<file path="src/hdl/single_wire_humidity_sensor_reader_assert.svh">
// Assertion macros for the single-wire humidity sensor reader.
// No dependencies; taken in by `include where checks are written.
`ifndef SINGLE_WIRE_HUMIDITY_SENSOR_READER_ASSERT_SVH
`define SINGLE_WIRE_HUMIDITY_SENSOR_READER_ASSERT_SVH
`ifndef SYNTHESIS
// prop must hold at every edge out of reset
`define SWHS_ASSERT(lbl, clk, rst_n, prop) \
	lbl: assert property (@(posedge clk) disable iff (!rst_n) (prop)) \
		else $error("swhs: assertion failed");
// ante at one edge implies cons at the next
`define SWHS_ASSERT_NEXT(lbl, clk, rst_n, ante, cons) \
	lbl: assert property (@(posedge clk) disable iff (!rst_n) (ante) |=> (cons)) \
		else $error("swhs: assertion failed");
`else
`define SWHS_ASSERT(lbl, clk, rst_n, prop)
`define SWHS_ASSERT_NEXT(lbl, clk, rst_n, ante, cons)
`endif
`endif

</file>
<file path="src/hdl/swhs_pkg.sv">
// Package for the single-wire humidity sensor reader: beat types,
// register defaults, status codes and frame constants. No dependencies.
package swhs_pkg;

	localparam int FRAME_BITS      = 40;
	localparam int INTERVALS_DEF   = 84;
	localparam int EDGE_W          = 7;
	localparam int FIRST_DATA_EDGE = 4;
	localparam int LAST_DATA_EDGE  = FIRST_DATA_EDGE + 2 * (FRAME_BITS - 1);

	localparam logic [15:0] PRE_HIGH_RST  = 16'd100;
	localparam logic [15:0] START_LOW_RST = 16'd500;
	localparam logic [15:0] THRESHOLD_RST = 16'd150;
	localparam logic [15:0] TIMEOUT_RST   = 16'd1400;

	localparam logic [1:0] CFG_PRE_HIGH  = 2'd0;
	localparam logic [1:0] CFG_START_LOW = 2'd1;
	localparam logic [1:0] CFG_THRESHOLD = 2'd2;
	localparam logic [1:0] CFG_TIMEOUT   = 2'd3;

	localparam logic [1:0] ST_OK       = 2'd0;
	localparam logic [1:0] ST_CHECKSUM = 2'd1;
	localparam logic [1:0] ST_NORESP   = 2'd2;
	localparam logic [1:0] ST_TIMEOUT  = 2'd3;

	typedef struct packed {
		logic line_level;
		logic start_read;
	} sample_t;

	typedef struct packed {
		logic               drive_low;
		logic               busy_res;
		logic               result_valid;
		logic [1:0]         status;
		logic [15:0]        humidity_tenths;
		logic signed [15:0] temperature_tenths;
	} res_t;

	typedef struct packed {
		logic        sum_ok;
		logic [15:0] humidity;
		logic [15:0] temperature;
	} decode_t;

endpackage

</file>
<file path="src/hdl/single_wire_humidity_sensor_reader.sv">
// Top level of the single-wire humidity sensor reader.
// Depends on swhs_pkg, swhs_decode, swhs_skid and the assertion header.
//
// Usage:
//   sample channel (sample_valid/sample_stall/sample): one beat per line
//   sample tick, carrying the sampled line level and a start request.
//   res channel (res_valid/res_stall/res): exactly one beat per sample
//   beat, showing drive_low and busy_res after that tick, and on the tick
//   a frame ends result_valid with status and the decoded readings.
//   cfg port (cfg_we/cfg_index/cfg_data): writes the four 16-bit timing
//   registers; write only while no sample beat is in flight.
// Output: each res beat is registered in the output buffer before it shows on res.
// Throughput: one sample beat per cycle while sample_stall is low; the
//   frame next-state logic and the decoder are combinational, so beats may come back to back.
// Stall: a two-entry output buffer absorbs one beat while res is stalled;
//   sample_stall rises only when both entries are full, and it comes
//   straight from a flop.
// Reset: arst_n clears the frame state to idle, the timing registers to
//   their defaults and empties the output buffer. No clearing pass.
`include "single_wire_humidity_sensor_reader_assert.svh"

module single_wire_humidity_sensor_reader #(
	parameter int INTERVALS = swhs_pkg::INTERVALS_DEF
) (
	input  logic              clk,
	input  logic              arst_n,
	input  logic              sample_valid,
	output logic              sample_stall,
	input  swhs_pkg::sample_t sample,
	output logic              res_valid,
	input  logic              res_stall,
	output swhs_pkg::res_t    res,
	input  logic              cfg_we,
	input  logic [1:0]        cfg_index,
	input  logic [15:0]       cfg_data
);

	localparam int EW = swhs_pkg::EDGE_W;

	// frame phases
	localparam logic [2:0] PH_IDLE    = 3'd0;
	localparam logic [2:0] PH_PRE     = 3'd1;
	localparam logic [2:0] PH_START   = 3'd2;
	localparam logic [2:0] PH_CHECK   = 3'd3;
	localparam logic [2:0] PH_MEASURE = 3'd4;

	localparam logic [EW-1:0] INTERVALS_V  = EW'(INTERVALS);
	localparam logic [EW-1:0] FIRST_DATA_V = EW'(swhs_pkg::FIRST_DATA_EDGE);
	localparam logic [EW-1:0] LAST_DATA_V  = EW'(swhs_pkg::LAST_DATA_EDGE);

	// timing registers
	logic [15:0] pre_high_q;
	logic [15:0] start_low_q;
	logic [15:0] threshold_q;
	logic [15:0] timeout_q;

	// frame state
	logic [2:0]                       phase_q;
	logic [15:0]                      count_q;
	logic [EW-1:0]                    edge_q;
	logic [swhs_pkg::FRAME_BITS-1:0]  frame_q;
	logic                             expect_q;

	logic [2:0]                       phase_d;
	logic [15:0]                      count_d;
	logic [EW-1:0]                    edge_d;
	logic [swhs_pkg::FRAME_BITS-1:0]  frame_d;
	logic                             expect_d;

	logic [16:0]        count_ext;
	logic [15:0]        count_inc;
	logic [EW-1:0]      edge_inc;
	logic               data_edge;
	logic               push;
	logic               buf_full;
	swhs_pkg::res_t     beat;
	swhs_pkg::decode_t  dec;

	assign push         = sample_valid && !buf_full;
	assign sample_stall = buf_full;

	// register writes
	always_ff @(posedge clk or negedge arst_n) begin
		if (!arst_n) begin
			pre_high_q  <= swhs_pkg::PRE_HIGH_RST;
			start_low_q <= swhs_pkg::START_LOW_RST;
			threshold_q <= swhs_pkg::THRESHOLD_RST;
			timeout_q   <= swhs_pkg::TIMEOUT_RST;
		end else if (cfg_we) begin
			unique case (cfg_index)
				swhs_pkg::CFG_PRE_HIGH:  pre_high_q  <= cfg_data;
				swhs_pkg::CFG_START_LOW: start_low_q <= cfg_data;
				swhs_pkg::CFG_THRESHOLD: threshold_q <= cfg_data;
				swhs_pkg::CFG_TIMEOUT:   timeout_q   <= cfg_data;
				default: ;
			endcase
		end
	end

	// one tick of the frame state machine
	assign count_ext = {1'b0, count_q} + 17'd1;
	assign count_inc = count_q + 16'd1;
	assign edge_inc  = edge_q + 1'b1;
	// high intervals of the data bits sit on even edges from the first
	// data edge through the last one
	assign data_edge = (edge_q >= FIRST_DATA_V) && !edge_q[0] && (edge_q <= LAST_DATA_V);

	swhs_decode u_decode (
		.frame (frame_d),
		.dec   (dec)
	);

	always_comb begin
		phase_d  = phase_q;
		count_d  = count_q;
		edge_d   = edge_q;
		frame_d  = frame_q;
		expect_d = expect_q;
		beat     = '0;
		unique case (phase_q)
			PH_IDLE: begin
				if (sample.start_read) begin
					phase_d = PH_PRE;
					count_d = '0;
				end
			end
			PH_PRE: begin
				if (count_ext >= {1'b0, pre_high_q}) begin
					phase_d = PH_START;
					count_d = '0;
				end else begin
					count_d = count_inc;
				end
			end
			PH_START: begin
				if (count_ext >= {1'b0, start_low_q}) begin
					phase_d = PH_CHECK;
					count_d = '0;
				end else begin
					count_d = count_inc;
				end
			end
			PH_CHECK: begin
				if (sample.line_level) begin
					phase_d  = PH_MEASURE;
					count_d  = '0;
					edge_d   = '0;
					frame_d  = '0;
					expect_d = 1'b1;
				end else begin
					// sensor did not answer the start pulse
					phase_d           = PH_IDLE;
					count_d           = '0;
					beat.result_valid = 1'b1;
					beat.status       = swhs_pkg::ST_NORESP;
				end
			end
			PH_MEASURE: begin
				if (sample.line_level == expect_q) begin
					count_d = count_inc;
					// wrap to zero also counts as timeout
					if (count_inc >= timeout_q || count_inc == '0) begin
						phase_d           = PH_IDLE;
						count_d           = '0;
						beat.result_valid = 1'b1;
						beat.status       = swhs_pkg::ST_TIMEOUT;
					end
				end else begin
					if (data_edge) begin
						frame_d = {frame_q[swhs_pkg::FRAME_BITS-2:0], (count_q > threshold_q)};
					end
					edge_d   = edge_inc;
					expect_d = ~expect_q;
					count_d  = '0;
					if (edge_inc >= INTERVALS_V) begin
						phase_d           = PH_IDLE;
						beat.result_valid = 1'b1;
						if (dec.sum_ok) begin
							beat.status             = swhs_pkg::ST_OK;
							beat.humidity_tenths    = dec.humidity;
							beat.temperature_tenths = dec.temperature;
						end else begin
							beat.status = swhs_pkg::ST_CHECKSUM;
						end
					end
				end
			end
			default: begin
				phase_d = PH_IDLE;
				count_d = '0;
			end
		endcase
		beat.drive_low = (phase_d == PH_START);
		beat.busy_res  = (phase_d != PH_IDLE);
	end

	always_ff @(posedge clk or negedge arst_n) begin
		if (!arst_n) begin
			phase_q  <= PH_IDLE;
			count_q  <= '0;
			edge_q   <= '0;
			frame_q  <= '0;
			expect_q <= 1'b1;
		end else if (push) begin
			phase_q  <= phase_d;
			count_q  <= count_d;
			edge_q   <= edge_d;
			frame_q  <= frame_d;
			expect_q <= expect_d;
		end
	end

	swhs_skid u_skid (
		.clk       (clk),
		.arst_n    (arst_n),
		.push      (push),
		.push_data (beat),
		.full      (buf_full),
		.res_valid (res_valid),
		.res_stall (res_stall),
		.res       (res)
	);

	// checks
	`SWHS_ASSERT(a_idle_fields_zero, clk, arst_n, !res_valid || res.result_valid || (res.status == swhs_pkg::ST_OK && res.humidity_tenths == '0 && res.temperature_tenths == '0))
	`SWHS_ASSERT(a_finish_is_idle, clk, arst_n, !(res_valid && res.result_valid) || (!res.busy_res && !res.drive_low))
	`SWHS_ASSERT(a_edge_bounded, clk, arst_n, edge_q <= INTERVALS_V)
	`SWHS_ASSERT_NEXT(a_skid_fills_on_stall, clk, arst_n, push && res_valid && res_stall, sample_stall)

endmodule

</file>
<file path="src/hdl/swhs_decode.sv">
// Frame decoder: byte checksum, humidity word and sign-magnitude temperature.
// Depends on swhs_pkg.
module swhs_decode (
	input  logic [swhs_pkg::FRAME_BITS-1:0] frame,
	output swhs_pkg::decode_t               dec
);

	logic [7:0]  b0, b1, b2, b3, b4;
	logic [7:0]  sum;
	logic [15:0] mag;

	assign b0  = frame[39:32];
	assign b1  = frame[31:24];
	assign b2  = frame[23:16];
	assign b3  = frame[15:8];
	assign b4  = frame[7:0];
	assign sum = b0 + b1 + b2 + b3;
	// magnitude is 15 bits; negative zero folds to zero by the negate
	assign mag = {1'b0, b2[6:0], b3};

	always_comb begin
		dec.sum_ok      = (sum == b4);
		dec.humidity    = {b0, b1};
		dec.temperature = b2[7] ? (16'd0 - mag) : mag;
	end

endmodule

</file>
<file path="src/hdl/swhs_skid.sv">
// Two-entry output buffer: result register plus skid register, so the
// input stall is a plain flop. Depends on swhs_pkg.
module swhs_skid (
	input  logic             clk,
	input  logic             arst_n,
	input  logic             push,
	input  swhs_pkg::res_t   push_data,
	output logic             full,
	output logic             res_valid,
	input  logic             res_stall,
	output swhs_pkg::res_t   res
);

	logic           out_valid_q;
	logic           skid_valid_q;
	swhs_pkg::res_t out_q;
	swhs_pkg::res_t skid_q;

	always_ff @(posedge clk or negedge arst_n) begin
		if (!arst_n) begin
			out_valid_q  <= 1'b0;
			skid_valid_q <= 1'b0;
		end else if (!out_valid_q || !res_stall) begin
			if (skid_valid_q) begin
				out_valid_q  <= 1'b1;
				skid_valid_q <= 1'b0;
			end else begin
				out_valid_q <= push;
			end
		end else if (push) begin
			skid_valid_q <= 1'b1;
		end
	end

	always_ff @(posedge clk) begin
		if (!out_valid_q || !res_stall) begin
			if (skid_valid_q) begin
				out_q <= skid_q;
			end else if (push) begin
				out_q <= push_data;
			end
		end else if (push) begin
			skid_q <= push_data;
		end
	end

	assign full      = skid_valid_q;
	assign res_valid = out_valid_q;
	assign res       = out_q;

endmodule

</file>
<file path="config.mk">
export PLATFORM = sky130hd
export DESIGN_NAME = single_wire_humidity_sensor_reader
export DESIGN_NICKNAME = d
export VERILOG_FILES = /design/src/hdl/swhs_pkg.sv /design/src/hdl/single_wire_humidity_sensor_reader.sv /design/src/hdl/swhs_decode.sv /design/src/hdl/swhs_skid.sv
export VERILOG_INCLUDE_DIRS = /design/src /design/src/hdl
export SDC_FILE = /design/constraint.sdc
export NUM_CORES = 1
export LEC_CHECK = 0
export BUFFER_PORTS_ARGS = -buffer_cell sky130_fd_sc_hd__buf_4
export CELL_PAD_IN_SITES_DETAIL_PLACEMENT = 0
export CELL_PAD_IN_SITES_GLOBAL_PLACEMENT = 1
export CORE_MARGIN = 2
export CORE_UTILIZATION = 30
export CTS_BUF_LIST = sky130_fd_sc_hd__clkbuf_2 sky130_fd_sc_hd__clkbuf_4 sky130_fd_sc_hd__clkbuf_8
export CTS_CLUSTER_DIAMETER = 100
export CTS_CLUSTER_SIZE = 25
export DETAILED_ROUTE_END_ITERATION = 12
export PLACE_DENSITY = 0.66
export SLEW_MARGIN = 20
export SYNTH_ARGS = -nofsm -noshare
export SYNTH_HDL_FRONTEND = slang
export SYNTH_SLANG_ARGS = --single-unit
</file>
<file path="constraint.sdc">
create_clock -name clk -period 18.45 [get_ports clk]
set_clock_uncertainty 0.05 [all_clocks]
set_input_delay 0 -clock clk [delete_from_list [all_inputs] [get_ports clk]]
set_output_delay 0 -clock clk [all_outputs]
set_load 0.02 [all_outputs]
</file>
# == Word-level counts from Yosys, hierarchy flattened ==
# Cells that the tools add are included.
# classes
n_div,0
magnitude_cmp,7
reduce_logical,24
shifts,0
mux,39
n_bitwise,2
eq_ne,13
n_addsub,7
mul,0
# op_table
cell,count
40-bit two-way mux,3
16-bit two-way mux,6
32-bit two-way mux,3
40-bit one-hot mux with 2 select lines,1
37-bit two-way mux,2
16-bit one-hot mux with 4 select lines,1
35-bit two-way mux,1
17-bit by 16-bit >= comparator with 1-bit output,2
3-bit two-way mux,10
8-bit adder,3
"16-bit by 1-bit adder with 17-bit output, second input constant",1
"16-bit by 1-bit adder with 16-bit output, second input constant",1
16-bit >= comparator,1
16-bit > comparator,1
16-bit zero test,1
"1-bit by 15-bit subtractor with 16-bit output, first input constant",1
3-bit one-hot mux with 5 select lines,1
7-bit two-way mux,2
7-bit one-hot mux with 2 select lines,1
2-bit AND reduction,7
"3-bit by 2-bit == test with 1-bit output, second input constant",3
8-bit == test,1
"7-bit by 1-bit adder with 7-bit output, second input constant",1
"7-bit by 3-bit >= comparator with 1-bit output, second input constant",1
20 further kinds,37
# totals
word_cells,115
latch_bits,0
inputBits,25
output_inout_bits,39
n_memories,0
ramBits,0
regBits,207
romBits,0

# == Longest topological paths before layout ==
# depth
word_depth,16
mapped_depth,25
ltp_nobuf,19

# == Cells and area by module ==
# A second synthesis with hierarchy kept.
# unflattened
cells_unflattened,1237
hier_area_um2,12194.2
# modules_own_cells
mod,n_inst,seq_area_each_um2,area_each_um2,cells_each
single_wire_humidity_sensor_reader,1,3303.2,8325.5,990
swhs_skid,1,2272.2,2767.7,121
swhs_decode,1,0.0,1101.1,126

# == Worst setup path after synthesis ==
# Ideal clock, no wire load.
# synth_path
path_type,register to register
from,reg expect_q
to,reg u_skid.out_q (netlist bit u_skid.res[10]) (data pin)
setup_slack_ns,12.335
path_stages_with_launch,25
required_ns,18.235
arrival_time_ns,5.899
period_less_slack_ns,6.115
path_buffers,5
setup_ns,0.165
path_cell_list,dfstp_2 -> xnor2_1 -> nand2b_4 -> or4_1 -> buf_4 -> clkbuf_1 -> clkbuf_1 -> and3_1 -> a21oi_1 -> inv_1 -> fa_1 -> fa_1 -> ha_1 -> inv_1 -> fa_1 -> xor2_1 -> o21ai_0 -> nand4bb_1 -> a31oi_1 -> o21ai_0 -> a22o_1 -> or4_1 -> buf_2 -> buf_6 -> o31ai_2
# synth_lines
item,line,source
from (decl),single_wire_humidity_sensor_reader.sv:62,logic expect_q;
from (signal assigned),single_wire_humidity_sensor_reader.sv:209,expect_q <= expect_d;
to (signal assigned),swhs_skid.sv:38,out_q <= skid_q;
to (signal assigned),swhs_skid.sv:40,out_q <= push_data;
to (decl),swhs_skid.sv:16,swhs_pkg::res_t out_q;

# == Final worst setup path ==
# layout_path
from,reg phase_q[2]
to,reg u_skid.out_q (netlist bit u_skid.res[4]) (data pin)
# layout_between
elab_chain_cells,12
word_cells_on_any_way,15
classes_between,4 x add/sub; 3 x eq/ne; 8 x mux
# layout_rtl
item,line,source
from (decl),single_wire_humidity_sensor_reader.sv:58,logic [2:0] phase_q;
from (signal assigned),single_wire_humidity_sensor_reader.sv:205,phase_q <= phase_d;
3-bit == test or 3-bit by 2-bit == test with 1-bit output (tied branches),single_wire_humidity_sensor_reader.sv:120,unique case (phase_q)
40-bit one-hot mux with 2 select lines,single_wire_humidity_sensor_reader.sv:120,
8-bit adder (3 in a row),swhs_decode.sv:17,assign sum = b0 + b1 + b2 + b3;
8-bit == test,swhs_decode.sv:22,dec.sum_ok = (sum == b4);
32-bit two-way mux,single_wire_humidity_sensor_reader.sv:178,if (dec.sum_ok) begin
35-bit two-way mux,single_wire_humidity_sensor_reader.sv:175,if (edge_inc >= INTERVALS_V) begin
32-bit two-way mux,single_wire_humidity_sensor_reader.sv:159,if (sample.line_level == expect_q) begin
32-bit two-way mux *,single_wire_humidity_sensor_reader.sv:120,
37-bit two-way mux *,swhs_skid.sv:39,end else if (push) begin
37-bit two-way mux *,swhs_skid.sv:37,if (skid_valid_q) begin
# Every way passes the cells marked *; elsewhere a longest branch is shown, timed or not. The select of a mux whose other input is x is not followed.
# A chain may end at the register's enable or synchronous reset.

==> impl_metrics.tcl <==
set metrics [dict create \
    cts_buffers 13 \
    drt_iter0_markers 527 \
    ios 64 \
    post-cts-setup-buffers 0 \
    gr-usage-met2_pct 24.6 \
    die_h_um 205 \
    wl_per_cell_um 16.6 \
    setup_tns_ns 0 \
    reg2reg_from "phase_q[2]" \
    netlist.area_leader.share_pct 23.2 \
    max-vdd-ir-drop_uv 60.4 \
    synth-edff-count 74 \
    area_growth_pct 14.0 \
    synth.distinct_cells 71 \
    syn-cell-area_um2 12200 \
    use_met1_pct 20.1 \
    crit_path_max_incr_delay_ns 0.85 \
    start_kind "flop" \
    cts_root_buf "clkbuf_8" \
    min_period_over_period_pct 39.5 \
    yosys.area.top_type "dfrtp_1" \
    drv_slew 0 \
    synth_warnings 0 \
    status "finished clean" \
    dp.cells 1760 \
    row_count 73 \
    ys_ff_latch 207 \
    use_met3_pct 1.77 \
    clk_path_buf_depth 3 \
    crit_path_end_kind "flop" \
    cts.sinks 207 \
    synthArstFlopShare_pct 64.3 \
    cts_max_level 1 \
    worst_pin_slew_ns 1.02 \
    drive_gt1_share_pct 15.9 \
    wl_um 30300 \
    cpMostUsedCell "fa_1" \
    insertion_delay_ns 0.56 \
    place_congestion 0.860 \
    syn_area_per_cell_um2 9.98 \
    diodes 0 \
    startpoint "phase_q[2]" \
    cts_tree "built" \
    maxSlewHeadroom_pct 32.3 \
    fmax_mhz 137 \
    dp_hpwl_um 21300 \
    antenna_left 0 \
    maxCapViolCount 0 \
    die-area_um2 42200 \
    grt_use_total_pct 14.6 \
    critPathKind "flop to flop" \
    hp-class "primary input to async pin" \
    clk_pin_slew_ns 0.15 \
    critical_path_required_ns 18.75 \
    grt_max_degree 78 \
    initial_utilization_pct 30.5 \
    powerDensity_nw_per_um2 75.8 \
    worstPathArrival_ns 7.59 \
    rsz0062_at_grt "false" \
    antenna_found_initial 0 \
    p_leak_uw 0.00593 \
    drc_errors 0 \
    fp.coreArea_um2 39900 \
    die_w_um 205 \
    cts_hold_buf 42 \
    hold_viol_final 0 \
    path_max_fanout 49 \
    setup_viol 0 \
    synth_nets 1334 \
    grt_pass1_wl_um 49200 \
    synthCells 1220 \
    min_period_ns 7.29 \
    cp_slowest_cell "or4_2" \
    vias 9037 \
    io_buffer_count 63 \
    drt_pass1_iterations 5 \
    grt_overflow 0 \
    synthFlopType "dfrtp_1" \
    layoutNonFillerInstCount 1823 \
    crit_chain "nor3b_4 > nand2b_4 > nor4_2 > buf_4 > nor2_1 > a21boi_0 > inv_1 > fa_1 > fa_1 > ha_1 > inv_1 > fa_1 > xor2_1 > o21ai_0 > nand4bb_1 > a31oi_1 > o21ai_0 > a22o_1 > or4_2 > buf_4 > o31ai_2" \
    routed_via_density 4.96 \
    ctsResizeCount 0 \
    nets 1406 \
    grt_busiest_layer "met2" \
    yosys-top-cells-area "dfrtp_1 (23%), edfxtp_1 (18%), ha_1 (7.7%)" \
    grt_pass1_vias 8860 \
    seq_area_frac_synth_pct 45.8 \
]
## per-layer routing
| layer | share of wire [%] | vias to the layer above |
|---|---|---|
| met2 | 48 | 161 |
| met3 | 3.5 | 35 |
| li1 | - | 4462 |
| met5 | 0 | - |
| met1 | 47 | 4379 |
| met4 | 2.1 | 0 |
## cell usage after synthesis, drive strengths merged, types with 6 or more instances
| cell type | n |
|---|---|
| and3 | 33 |
| o31ai | 43 |
| inv | 86 |
| and2 | 7 |
| nand4 | 15 |
| o21a | 8 |
| a21o | 6 |
| o211ai | 8 |
| or3 | 7 |
| mux2 | 53 |
| nor2 | 84 |
| nor3 | 11 |
| nand2 | 160 |
| nand2b | 10 |
| buf | 15 |
| edfxtp | 74 |
| nor3b | 6 |
| fa | 14 |
| xnor2 | 22 |
| a21oi | 54 |
| xor2 | 23 |
| dfrtp | 113 |
| o21ai | 93 |
| a22o | 13 |
| nor2b | 11 |
| nand3 | 28 |
| nor4 | 11 |
| a211oi | 8 |
| a31oi | 7 |
| ha | 75 |
| dfstp | 20 |
| clkbuf | 45 |
## kinds of logic (layout without fill, tap and decap cells)
family / count (synthesis) / in the layout / share of synthesized area, %
adder cells (fa/ha/maj): 89 / 89 / 10.0
flip-flops: 207 / 207 / 45.8
AND/OR/NAND/NOR: 400 / 400 / 15.8
AO/OA/AOI/OAI: 274 / 274 / 15.0
multiplexers: 58 / 58 / 5.31
XOR/XNOR: 45 / 45 / 3.24
buffers and inverters: 147 / 225 / 4.81
## state kept, by name (all words and copies together), names as in the netlist
name,cells
frame_q,40
u_skid.res,37
u_skid.skid_q,37
count_q,16
pre_high_q,16
start_low_q,16
threshold_q,16
timeout_q,16
edge_q,7
phase_q,3
expect_q,1
u_skid.full,1
u_skid.res_valid,1
## cell type report
class	instances	area, um^2
inverter	87	327
sequential	207	5580
clock inverter	3	57.6
timing repair buffer	117	987
tap	525	657
fill	4024	26000
clock buffer	18	223
multi-input combinational	866	6050
## per-stage QoR
stage               utilization (%)  power (uW)  instance area (um^2)  worst slack, ns  hold WS [ns]
floorplan                         -         717                 12200            12.34        -0.346
global placement               33.0         792                 13200            11.39        0.0365
detailed placement             33.0         797                 13200            11.22        0.0480
CTS                            34.8        1070                 13900            11.16       0.00650
global route                   34.8        1110                 13900            10.53        0.0428
finish                         34.8        1050                 13900            11.16       0.00623
## placed cells by master, fill, tap and decap left out, types with 28 or more instances in the layout
| cell | synthesis | routed |
|---|---|---|
| nand2_1 | 160 | 159 |
| edfxtp_1 | 74 | 74 |
| buf_4 | 1 | 74 |
| and3_1 | 33 | 33 |
| dfrtp_1 | 113 | 112 |
| mux2_2 | 53 | 53 |
| ha_1 | 75 | 75 |
| o21ai_0 | 93 | 92 |
| nor2_1 | 83 | 82 |
| inv_1 | 86 | 86 |
| nand3_1 | 28 | 28 |
| dlygate4sd3_1 | 0 | 42 |
| a21oi_1 | 54 | 53 |
## critical path, delay by kind of cell, from the launching register on
family                     cells  cell delay, ns
DFF                            1            0.59
adders and majority gates      4            1.54
xor gates and xnor gates       1            0.39
AOI/OAI and AO/OA              6            1.52
and+or+nand+nor                6            1.94
buffers and inverters          4            0.98
## path summary, 6_finish.rpt
check | to | slack [ns] | depth (start not counted)
setup / recovery | u_skid.res[4] | 11.16 | 21
hold / removal | timeout_q[14] | 0.006 | 2
setup reg to reg | u_skid.res[4] | 11.16 | 21
hold reg to reg | start_low_q[12] | 0.47 | 1
max in group asynchronous | u_skid.full | 17.04 | 3
min in group clk | threshold_q[0] | 0.20 | 3
## power by group
group / internal [uW] / switching [uW] / total [uW] / leakage (uW)
logic: 103 / 135 / 238 / 0.00342
registers: 527 / 30.5 / 558 / 0.00236
clock network: 96.2 / 159 / 255 / 0.000146
(Power assumes the default switching activity.)
